**src/sv/tpvot_pkg.sv**
```systemverilog
// ----------------------------------------------------------------------------
// tpvot_pkg
// Types and constants for the two-phase version order tracker.
// ----------------------------------------------------------------------------
package tpvot_pkg;

    localparam int TABLE_DEPTH = 16;
    localparam int IDX_W       = $clog2(TABLE_DEPTH);
    localparam int VER_W       = 31;
    localparam int ACT_W       = 3;
    localparam int STAT_W      = 3;

    // actions
    localparam logic [ACT_W-1:0] ACT_ADD_DATA = 3'd0;
    localparam logic [ACT_W-1:0] ACT_ADD_META = 3'd1;
    localparam logic [ACT_W-1:0] ACT_FIN_META = 3'd2;
    localparam logic [ACT_W-1:0] ACT_FIN_DATA = 3'd3;
    localparam logic [ACT_W-1:0] ACT_QUERY    = 3'd4;

    // result status
    localparam logic [STAT_W-1:0] ST_OK       = 3'd0;
    localparam logic [STAT_W-1:0] ST_IGNORED  = 3'd1;
    localparam logic [STAT_W-1:0] ST_FULL     = 3'd2;
    localparam logic [STAT_W-1:0] ST_NOT_HEAD = 3'd3;
    localparam logic [STAT_W-1:0] ST_MISSING  = 3'd4;

    typedef struct packed {
        logic [ACT_W-1:0] action;
        logic [VER_W-1:0] version;
    } in_item_t;

    typedef struct packed {
        logic [STAT_W-1:0] status;
        logic              head_valid;
        logic [VER_W-1:0]  head_version;
        logic              may_run_data;
        logic              may_run_meta;
    } out_item_t;

endpackage

```
**src/sv/two_phase_version_order_tracker.sv**
```systemverilog
// ----------------------------------------------------------------------------
// two_phase_version_order_tracker
// Table of pending versions with metadata/data finished marks, head tracking.
// ----------------------------------------------------------------------------
//  channel | dir | handshake          | payload
//  s_      | in  | s_valid / s_ready  | s_data : in_item_t  (action, version)
//  m_      | out | m_valid / m_ready  | m_data : out_item_t (status, head, flags)
//
//  After a transfer the block is not ready again until it has scanned the
//  table twice, one slot per cycle through the shared compare unit: once
//  for match/free/head, once more for the new head.
//  The result sits in an output register; a stalled m_ready only holds the
//  block at the end of the second scan. aresetn (synchronous) empties the
//  table at once.
// ----------------------------------------------------------------------------
module two_phase_version_order_tracker (
    input  logic                 aclk,
    input  logic                 aresetn,
    input  logic                 s_valid,
    output logic                 s_ready,
    input  tpvot_pkg::in_item_t  s_data,
    output logic                 m_valid,
    input  logic                 m_ready,
    output tpvot_pkg::out_item_t m_data
);
    import tpvot_pkg::*;

    localparam logic [2:0] S_IDLE  = 3'd0;
    localparam logic [2:0] S_SCAN  = 3'd1;
    localparam logic [2:0] S_APPLY = 3'd2;
    localparam logic [2:0] S_HEAD  = 3'd3;

    localparam logic [IDX_W-1:0] LAST_IDX = IDX_W'(TABLE_DEPTH - 1);

    logic [2:0]       state_reg, state_next;
    logic [IDX_W-1:0] idx_reg, idx_next;
    in_item_t         item_reg;

    logic             used_reg [TABLE_DEPTH];
    logic [VER_W-1:0] ver_reg  [TABLE_DEPTH];
    logic             meta_reg [TABLE_DEPTH];
    logic             data_reg [TABLE_DEPTH];

    // scan results
    logic             any_reg, any_next;
    logic [VER_W-1:0] best_reg, best_next;
    logic             match_reg, match_next;
    logic [IDX_W-1:0] match_idx_reg, match_idx_next;
    logic             free_reg, free_next;
    logic [IDX_W-1:0] free_idx_reg, free_idx_next;

    // result held between apply and output load
    logic [STAT_W-1:0] status_reg, status_next;
    logic              rd_reg, rd_next;
    logic              rm_reg, rm_next;

    logic      out_valid_reg, out_valid_next;
    out_item_t out_reg, out_next;

    // table write controls
    logic             wr_used_en, wr_used_val;
    logic             wr_ins_en;
    logic             wr_meta_en, wr_meta_val;
    logic             wr_data_en, wr_data_val;
    logic [IDX_W-1:0] wr_idx;

    // shared compare unit, on the slot under the scan index
    logic             cur_used;
    logic [VER_W-1:0] cur_ver;
    logic             cur_lt, cur_eq, take_min;

    logic             v_below, v_head, last_slot, out_free;

    assign cur_used  = used_reg[idx_reg];
    assign cur_ver   = ver_reg[idx_reg];
    assign cur_lt    = cur_ver < best_reg;
    assign cur_eq    = cur_ver == item_reg.version;
    assign take_min  = cur_used && (!any_reg || cur_lt);
    assign last_slot = idx_reg == LAST_IDX;
    assign out_free  = !out_valid_reg || m_ready;

    assign v_below = item_reg.version < best_reg;
    assign v_head  = item_reg.version == best_reg;

    assign s_ready = state_reg == S_IDLE;
    assign m_valid = out_valid_reg;
    assign m_data  = out_reg;

    always_comb begin
        state_next     = state_reg;
        idx_next       = idx_reg;
        any_next       = any_reg;
        best_next      = best_reg;
        match_next     = match_reg;
        match_idx_next = match_idx_reg;
        free_next      = free_reg;
        free_idx_next  = free_idx_reg;
        status_next    = status_reg;
        rd_next        = rd_reg;
        rm_next        = rm_reg;
        out_valid_next = out_valid_reg;
        out_next       = out_reg;
        wr_used_en     = 1'b0;
        wr_used_val    = 1'b0;
        wr_ins_en      = 1'b0;
        wr_meta_en     = 1'b0;
        wr_meta_val    = 1'b0;
        wr_data_en     = 1'b0;
        wr_data_val    = 1'b0;
        wr_idx         = match_idx_reg;

        if (out_valid_reg && m_ready) begin
            out_valid_next = 1'b0;
        end

        unique case (state_reg)
            S_IDLE: begin
                idx_next   = '0;
                any_next   = 1'b0;
                best_next  = '0;
                match_next = 1'b0;
                free_next  = 1'b0;
                if (s_valid) begin
                    state_next = S_SCAN;
                end
            end
            S_SCAN: begin
                if (take_min) begin
                    any_next  = 1'b1;
                    best_next = cur_ver;
                end
                if (cur_used && cur_eq && !match_reg) begin
                    match_next     = 1'b1;
                    match_idx_next = idx_reg;
                end
                if (!cur_used && !free_reg) begin
                    free_next     = 1'b1;
                    free_idx_next = idx_reg;
                end
                idx_next = idx_reg + 1'b1;
                if (last_slot) begin
                    state_next = S_APPLY;
                end
            end
            S_APPLY: begin
                status_next = ST_OK;
                rd_next     = 1'b0;
                rm_next     = 1'b0;
                case (item_reg.action) inside
                    ACT_ADD_DATA, ACT_ADD_META: begin
                        if (match_reg) begin
                            if (item_reg.action == ACT_ADD_DATA) begin
                                wr_data_en = 1'b1;
                            end else begin
                                wr_meta_en = 1'b1;
                            end
                        end else if (!free_reg) begin
                            status_next = ST_FULL;
                        end else begin
                            wr_idx      = free_idx_reg;
                            wr_used_en  = 1'b1;
                            wr_used_val = 1'b1;
                            wr_ins_en   = 1'b1;
                            wr_meta_en  = 1'b1;
                            wr_data_en  = 1'b1;
                            wr_meta_val = item_reg.action == ACT_ADD_DATA;
                            wr_data_val = item_reg.action != ACT_ADD_DATA;
                        end
                    end
                    ACT_FIN_META: begin
                        if (!match_reg) begin
                            status_next = ST_IGNORED;
                        end else if (!v_head) begin
                            status_next = ST_NOT_HEAD;
                        end else if (data_reg[match_idx_reg]) begin
                            wr_used_en = 1'b1;
                        end else begin
                            wr_meta_en  = 1'b1;
                            wr_meta_val = 1'b1;
                        end
                    end
                    ACT_FIN_DATA: begin
                        if (!any_reg || v_below) begin
                            status_next = ST_IGNORED;
                        end else if (!match_reg) begin
                            status_next = ST_MISSING;
                        end else if (meta_reg[match_idx_reg]) begin
                            wr_used_en = 1'b1;
                        end else begin
                            wr_data_en  = 1'b1;
                            wr_data_val = 1'b1;
                        end
                    end
                    ACT_QUERY: begin
                        if (!any_reg || v_below) begin
                            rd_next = 1'b1;
                            rm_next = 1'b1;
                        end else begin
                            if (!match_reg) begin
                                status_next = ST_MISSING;
                            end else begin
                                rd_next = meta_reg[match_idx_reg];
                            end
                            rm_next = v_head;
                        end
                    end
                    default: begin
                        status_next = ST_IGNORED;
                    end
                endcase
                // second pass finds the head of the updated table
                idx_next   = '0;
                any_next   = 1'b0;
                best_next  = '0;
                state_next = S_HEAD;
            end
            S_HEAD: begin
                if (!last_slot) begin
                    if (take_min) begin
                        any_next  = 1'b1;
                        best_next = cur_ver;
                    end
                    idx_next = idx_reg + 1'b1;
                end else if (out_free) begin
                    out_next.status       = status_reg;
                    out_next.head_valid   = any_reg || cur_used;
                    out_next.head_version = take_min ? cur_ver : best_reg;
                    out_next.may_run_data = rd_reg;
                    out_next.may_run_meta = rm_reg;
                    out_valid_next        = 1'b1;
                    state_next            = S_IDLE;
                end
            end
            default: begin
                state_next = S_IDLE;
            end
        endcase
    end

    always_ff @(posedge aclk) begin
        if (!aresetn) begin
            state_reg     <= S_IDLE;
            out_valid_reg <= 1'b0;
            for (int i = 0; i < TABLE_DEPTH; i++) begin
                used_reg[i] <= 1'b0;
            end
        end else begin
            state_reg     <= state_next;
            out_valid_reg <= out_valid_next;
            if (wr_used_en) begin
                used_reg[wr_idx] <= wr_used_val;
            end
        end
    end

    always_ff @(posedge aclk) begin
        if (s_valid && s_ready) begin
            item_reg <= s_data;
        end
        idx_reg       <= idx_next;
        any_reg       <= any_next;
        best_reg      <= best_next;
        match_reg     <= match_next;
        match_idx_reg <= match_idx_next;
        free_reg      <= free_next;
        free_idx_reg  <= free_idx_next;
        status_reg    <= status_next;
        rd_reg        <= rd_next;
        rm_reg        <= rm_next;
        out_reg       <= out_next;
        if (wr_ins_en) begin
            ver_reg[wr_idx] <= item_reg.version;
        end
        if (wr_meta_en) begin
            meta_reg[wr_idx] <= wr_meta_val;
        end
        if (wr_data_en) begin
            data_reg[wr_idx] <= wr_data_val;
        end
    end

endmodule
```
**config.mk**
```make
export PLATFORM = sky130hd
export DESIGN_NAME = two_phase_version_order_tracker
export DESIGN_NICKNAME = d
export VERILOG_FILES = /design/src/sv/tpvot_pkg.sv /design/src/sv/two_phase_version_order_tracker.sv
export SDC_FILE = /design/constraint.sdc
export NUM_CORES = 1
export LEC_CHECK = 0
export ABC_AREA = 1
export BUFFER_PORTS_ARGS = -buffer_cell sky130_fd_sc_hd__buf_4
export CORE_MARGIN = 3
export CORE_UTILIZATION = 45
export DETAILED_ROUTE_END_ITERATION = 10
export HOLD_SLACK_MARGIN = 0.15
export PLACE_DENSITY_LB_ADDON = 0.15
export SLEW_MARGIN = 20
export SYNTH_ARGS = -nofsm -noshare
export SYNTH_HDL_FRONTEND = slang
export SYNTH_SLANG_ARGS = --single-unit
```
**constraint.sdc**
```tcl
create_clock -name aclk -period 11.75 [get_ports aclk]
set_clock_uncertainty 0.2 [all_clocks]
set_input_delay 2.9375 -clock aclk [delete_from_list [all_inputs] [get_ports aclk]]
set_output_delay 2.9375 -clock aclk [all_outputs]
set_load 0.005 [all_outputs]
```
==> results of run 1 <==
cells in the mapped netlist, types with 2 or more instances:
master | number | area (um^2)
a211oi_1 | 4 | 30.0
a21oi_1 | 35 | 175
buf_1 | 8 | 30.0
buf_2 | 60 | 300
buf_4 | 8 | 60.1
buf_6 | 6 | 67.6
buf_8 | 3 | 45.0
clkbuf_1 | 46 | 173
dfxtp_1 | 27 | 541
edfxtp_1 | 650 | 19500
ha_1 | 67 | 838
inv_1 | 191 | 717
inv_2 | 14 | 52.6
mux2_2 | 2 | 22.5
mux2i_1 | 3 | 30.0
nand2_1 | 263 | 987
nand2_2 | 3 | 18.8
nand3_1 | 141 | 706
nand4_1 | 12 | 75.1
nor2_1 | 484 | 1820
nor2_2 | 4 | 25.0
nor2_4 | 2 | 22.5
nor3_1 | 7 | 35.0
nor3_2 | 2 | 20.0
nor4_1 | 3 | 18.8
o211ai_1 | 97 | 728
o21ai_0 | 228 | 1140
o21ai_1 | 61 | 305
o21ai_2 | 3 | 26.3
o221ai_1 | 38 | 333
o22ai_1 | 15 | 93.8
o31ai_1 | 2 | 15.0
or2_2 | 5 | 31.3
xnor2_1 | 4 | 35.0
xor2_1 | 10 | 87.6
power by group through the flow:
stage	clock network (W)	logic [W]	registers, W
3_3_place_gp	0	0.00169	0.00308
3_5_place_dp	0	0.00173	0.00308
2_1_floorplan	0	0.00126	0.00299
4_1_cts	0.00227	0.00173	0.00303
5_1_grt	0.00237	0.00196	0.00305
6_report	0.00222	0.00174	0.00303
layout make-up:
cell class	instances	area, um^2
Clock buffer	98	2040
Multi-Input combinational cell	1503	7840
Tap cell	846	1060
Clock inverter	35	285
Timing Repair Buffer	121	948
Inverter	206	779
Fill cell	5526	30600
Sequential cell	677	20100
kinds of logic (layout without fill, tap and decap cells):
group,count (synthesis),count (layout),synth area share (%)
AOI/OAI and AO/OA,488,488,9.90
xor gates and xnor gates,14,14,0.420
adders and majority gates,67,67,2.87
buffers and inverters,337,460,4.96
DFF,677,677,68.7
muxes,5,5,0.180
and+or+nand+nor,929,929,13.0
stage by stage:
stage | total power, W | hold slack [ns] | setup WS [ns] | instances | util (%)
finish | 0.00700 | 0.217 | 5.43 | 3486 | 51.9
global route | 0.00738 | 0.224 | 4.78 | 3486 | 51.9
CTS | 0.00703 | 0.218 | 5.06 | 3485 | 51.8
detailed placement | 0.00481 | 0.205 | 5.08 | 3352 | 48.2
global placement | 0.00477 | 0.202 | 5.20 | 3351 | 48.1
floorplan | 0.00426 | 0.200 | 6.46 | 2517 | -
how the worst min path moves through the flow:
stage | from | end | slack (ns) | cells past startpoint
final | status_reg[0]$_SDFFCE_PN0P_ | m_data[34]$_DFFE_PP_ | 0.22 | 0
after global routing | status_reg[0]$_SDFFCE_PN0P_ | m_data[34]$_DFFE_PP_ | 0.22 | 0
after CTS | status_reg[0]$_SDFFCE_PN0P_ | m_data[34]$_DFFE_PP_ | 0.22 | 0
after detailed placement | status_reg[0]$_SDFFCE_PN0P_ | m_data[34]$_DFFE_PP_ | 0.20 | 0
after global placement | rm_reg$_SDFFCE_PP0P_ | m_data[0]$_DFFE_PP_ | 0.20 | 0
after floorplan | rm_reg$_SDFFCE_PP0P_ | m_data[0]$_DFFE_PP_ | 0.20 | 0
metal layers:
metal  up-vias  share of wire, %
li1       9064                 -
met1      9659                43
met2       594                48
met3       136               5.8
met4         0               3.1
met5         -                 0
worst max-delay path, stage by stage, from the launching register on:
cell and delay [ns]:
dfxtp_4 0.56, inv_6 0.71, buf_4 0.80, nor2_1 0.08, nor2_1 0.10, o21ai_0 0.09
o211ai_1 0.12, nand3_1 0.11, nand2_1 0.31, ha_1 0.31, a21oi_1 0.16, nor2_1 0.05
a211oi_1 0.18, o221a_2 0.21, nand2_1 0.08, nand2_1 0.07, nand2_1 0.06, nand2_1 0.73
nand2_2 0.67, nand2_1 0.22, nand2_1 0.09, nor2_1 0.09
cells in the final DEF, fill, tap and decap left out, types with 3 or more instances in the layout:
cell and count:
a21oi_1 35, o211ai_1 97, nor3_1 7, xor2_1 10, clkbuf_16 78, inv_1 189, o21ai_0 228, nand4_1 12
inv_2 15, o21ai_2 3, nand2_1 260, mux2i_1 3, clkinv_2 11, nor4_1 3, clkinv_8 3, bufinv_16 3
nand3_1 141, buf_4 119, o22ai_1 15, o21ai_1 61, xnor2_1 4, ha_1 67, clkbuf_1 19, or2_2 5
a211oi_1 4, clkinv_1 14, nor2_1 470, dfxtp_1 23, nor2_4 20, edfxtp_1 650, o221ai_1 38, nand2_2 5
==> impl_metrics.ini, run 1 <==
[floorplan]
coreArea_um2 = 63700
pin_count = 77
rows = 92
die_y_um = 261
initial_core_util_pct = 45.9
fp.dieW_um = 261
die-area_um2 = 68000

[clocking]
clk_pin_slew_ns = 0.06
numCtsBuffers = 75
cts_tree = built
clock-sinks = 677
cts_root_buf = clkbuf_16
cts_max_path_buffers = 3
postCtsSetupRepairBufs = 0
ctsResizeCount = 0
hold_buffers = 0
clock_latency_ns = 0.61
htree_levels = 3

[yosys]
ys_seq_area_share_pct = 68.7
async_flop_share_pct = 0
synth_nets = 2622
synth_area_per_cell_um2 = 11.6
yosys_register_bits = 677
netlist_instances = 2517
synth_area_um2 = 29200
synth-edff-count = 650
yosys_warnings = 0
ys.flop_type = edfxtp_1
ys_types = 44

[sta]
setup_viol = 0
slew_viol_final = 0
finalCriticalPeriod_ns = 6.32
tns_ns = 0
max_clock_freq_ghz = 0.158
hold_violations = 0
rsz0062_at_grt = no
tightestPinTransition_ns = 1.04
relSlewSlack_pct = 30.1
min_period_over_period_pct = 53.8

[drt]
vias_per_cell = 5.58
first_pass_iters = 5
wire_per_inst_um = 23.0
drc = 0
via_count = 19500
drt_iter0_markers = 1818
wl_mm = 80.0
final_antenna_net_count = 0

[placed_design]
io_buffers = 76
dp_hpwl_mm = 45.7
gp_congestion = 0.885
dpl-instance-area_um2 = 30700

[power_and_ir_drop]
p_sw_w = 0.00234
seq_power_share_pct = 43.3
powerDensity_nw_per_um2 = 212
pwr-share-clk_pct = 31.8
netSwitchingFraction_pct = 33.4
leakage_nw = 11.9
internal_power_w = 0.00466
comb_power_share_pct = 24.9
irDropWorstVdd_uv = 182

[hold_path]
hold_class = reg -> reg

[critical_path]
critPathArrivalTime_ns = 6.59
worstPathMaxFanout = 110
worst_r2r_endpoint = best_reg[2]$_SDFFCE_PN0N_
reg2reg_depth = 21
startpoint_type = register
crit_type = reg -> reg
worstSetupEndpointType = register
cp-endpoint = best_reg[2]$_SDFFCE_PN0N_
r2r_setup_slack_ns = 5.43
cp.required_ns = 12.02

[cells_and_area]
area_growth_pct = 13.1
largest_register_ffs = 496
diodes = 0
nNetsFinal = 2689
fin_area_um2 = 33000
drive_gt1_share_pct = 10.7

[global_routing]
grt_util_all_layers_pct = 23.6
grt_use_met2_pct = 38.8
overflow = 0
grt_pass1_wl_mm = 119
grt_util_met3_pct = 4.02
gr-usage-met1_pct = 32.0
gr-max-usage-layer = met2
grt_pass1_vias = 18900
grt_antenna_before_repair = 0
grt_max_degree = 111

[run]
maxCapViolCount = 0

[status]
status = complete, no violations
(Power assumes the default switching activity.)
==> run 2, diff against run 1 <==
ABC_AREA = 0   (was 1)
clock period = 5.5 ns   (was 11.75 ns; I/O delays follow)
==> run 2 against run 1 <==
Worst hold slack got worse by 0.00070 ns. Core utilization rose by 0.54 points. Global-route usage rose by 0.38 points. Largest cell class unchanged. Largest power group unchanged.
==> impl_metrics.ini, run 2 <==
[status]
status = complete, no violations

[yosys]
yosys_register_bits = 677
ys_seq_area_share_pct = 68.2
ys.flop_type = edfxtp_1
ys_types = 80
yosys_warnings = 0
synth_area_per_cell_um2 = 16.0
yosysTopAreaCell = edfxtp_1
synth_most_common_cell = edfxtp_1
netlist_instances = 1834
synth_nets = 1939
async_flop_share_pct = 0
synth_top_area_share_pct = 66.3
synth-edff-count = 650
synthTopCellsByCount = edfxtp_1, nand2_1, mux4_2
netlist_top_cells_area = edfxtp_1, mux4_2, mux2i_1, ha_1, dfxtp_1
synth_area_um2 = 29400

[clocking]
clock_latency_ns = 0.61
cts_max_path_buffers = 3
hold_buffers = 0
cts_root_buf = clkbuf_16
clk_pin_slew_ns = 0.06
clock-sinks = 677
cts_tree = built
postCtsSetupRepairBufs = 0
numCtsBuffers = 74
htree_levels = 3
ctsResizeCount = 0

[drt]
final_antenna_net_count = 0
drt_iter0_markers = 1953
first_pass_iters = 6
wire_per_inst_um = 27.9
via_count = 17300
wl_mm = 81.0
vias_per_cell = 5.96
drc = 0

[critical_path]
reg2reg_depth = 16
cp.required_ns = 5.61
r2r_setup_slack_ns = 0.40
crit_path_max_incr_delay_ns = 0.64
worst_r2r_endpoint = best_reg[15]$_SDFFCE_PN0N_
cp-endpoint = best_reg[15]$_SDFFCE_PN0N_
cp_cell_sequence = buf_12 > mux4_2 > and2_0 > a311oi_1 > a21oi_1 > buf_4 > ha_1 > a21o_1 > a21oi_1 > nor2_1 > o311a_1 > o211a_1 > o21a_1 > buf_4 > o21ai_0 > a21oi_1
critPathArrivalTime_ns = 5.21
crit_top_cell = a21oi_1
worstSetupEndpointType = register
worstPathMaxFanout = 35
crit_type = reg -> reg
startpoint_type = register
crit_path_top_delay_cell = mux4_2

[cells_and_area]
nNetsFinal = 2104
drive_gt1_share_pct = 20.3
largest_register_ffs = 496
fin_cells = 2909
multi_input_area_um2 = 8740
seqCellArea_um2 = 20100
fillCellCount = 5262
mostFrequentLayoutCells = edfxtp_1, buf_4, nand2_1
mostFrequentLayoutCell = edfxtp_1
area_growth_pct = 15.0

[placed_design]
io_buffers = 76
gp_congestion = 0.858
dp_cells = 2778
dp_hpwl_mm = 53.9

[power_and_ir_drop]
irDropWorstVdd_uv = 246
leakage_nw = 11.2
powerDensity_nw_per_um2 = 441

[sta]
hold_violations = 0
setup_viol = 0
slew_viol_final = 0
rsz0062_at_grt = no
whs_ns = 0.217
min_period_over_period_pct = 92.7
tightestPinTransition_ns = 1.06
tns_ns = 0
max_clock_freq_ghz = 0.196
relSlewSlack_pct = 28.7
finalCriticalPeriod_ns = 5.10

[floorplan]
coreArea_um2 = 64600
fp.dieW_um = 262
rows = 93
die-area_um2 = 68500
pin_count = 77
die_y_um = 262
initial_core_util_pct = 45.6

[global_routing]
grt_pass1_vias = 17200
overflow = 0
grt_pass1_wl_mm = 117
grt_util_all_layers_pct = 24.0
grt_antenna_before_repair = 4
grt_max_degree = 55

[run]
maxCapViolCount = 0

[hold_path]
hold_class = reg -> reg
[run 2: cell types whose count changed in the layout (fill, tap and decap cells not counted), moves of 87 or more]
cell,before,now
inv_1,189,63
mux2i_1,3,90
mux4_2,0,98
nand2_1,260,126
nand3_1,141,41
nor2_1,470,73
o211ai_1,97,2
o21ai_0,228,74
[run 2: worst min-delay path by stage]
stage | start | end | slack (ns) | cells past startpoint
4_1_cts | rm_reg$_SDFFCE_PP0P_ | m_data[0]$_DFFE_PP_ | 0.22 | 0
3_3_place_gp | status_reg[1]$_DFFE_PP_ | m_data[35]$_DFFE_PP_ | 0.20 | 0
3_5_place_dp | rm_reg$_SDFFCE_PP0P_ | m_data[0]$_DFFE_PP_ | 0.20 | 0
6_report | rm_reg$_SDFFCE_PP0P_ | m_data[0]$_DFFE_PP_ | 0.22 | 0
2_1_floorplan | rm_reg$_SDFFCE_PP0P_ | m_data[0]$_DFFE_PP_ | 0.20 | 0
5_1_grt | status_reg[2]$_SDFFCE_PP0P_ | m_data[36]$_DFFE_PP_ | 0.23 | 0
[run 2: power breakdown]
| part | switching (W) | internal, W |
|---|---|---|
| Clock | 0.00197 | 0.00278 |
| Combinational | 0.00236 | 0.00150 |
| Sequential | 0.000282 | 0.00603 |
[run 2: metrics by stage]
stage          instance area (um^2)  setup WS, ns  total power (W)  util, %
2_1_floorplan                 29400         0.987          0.00875        -
3_3_place_gp                  31500         0.405           0.0102     48.8
3_5_place_dp                  31500         0.430           0.0102     48.8
4_1_cts                       33800         0.394           0.0150     52.4
5_1_grt                       33800         0.190           0.0155     52.4
6_report                      33800         0.403           0.0149     52.4
[run 2: cell type report]
| type | instances | share of cell area (%) |
|---|---|---|
| sequential | 677 | 59.3 |
| multi-input combinational | 1003 | 25.8 |
| clock buffer | 96 | 5.97 |
| timing repair buffer | 176 | 4.15 |
| tap | 855 | 3.16 |
| clock inverter | 34 | 0.836 |
| inverter | 67 | 0.743 |
| antenna | 1 | 0.00739 |
[run 2: worst max-delay path: cells and delay by family (launching register included)]
family	cells	cell delay [ns]
flops	1	0.53
fa+ha+maj	1	0.29
mux	1	0.64
simple gates	2	0.28
compound gates	9	2.06
buf+inv	3	0.75
[run 2: cells by family after synthesis]
kind of cell	synth area share, %
AOI/OAI and AO/OA	6.33
adders and majority gates	2.85
DFF	68.2
buffers and inverters	2.58
and+or+nand+nor	5.63
muxes	12.8
xor gates and xnor gates	1.64
[run 2: layer usage]
| layer | GRT usage (%) | part of all wire (%) | routed length (um) | vias up |
|---|---|---|---|---|
| met2 | 36.8 | 46 | 37100 | 795 |
| met5 | 0 | 0.015 | 12 | - |
| met3 | 6.51 | 9.5 | 7670 | 138 |
| li1 | - | - | - | 7546 |
| met1 | 33.0 | 41 | 33600 | 8844 |
| met4 | 8.90 | 3.3 | 2710 | 2 |
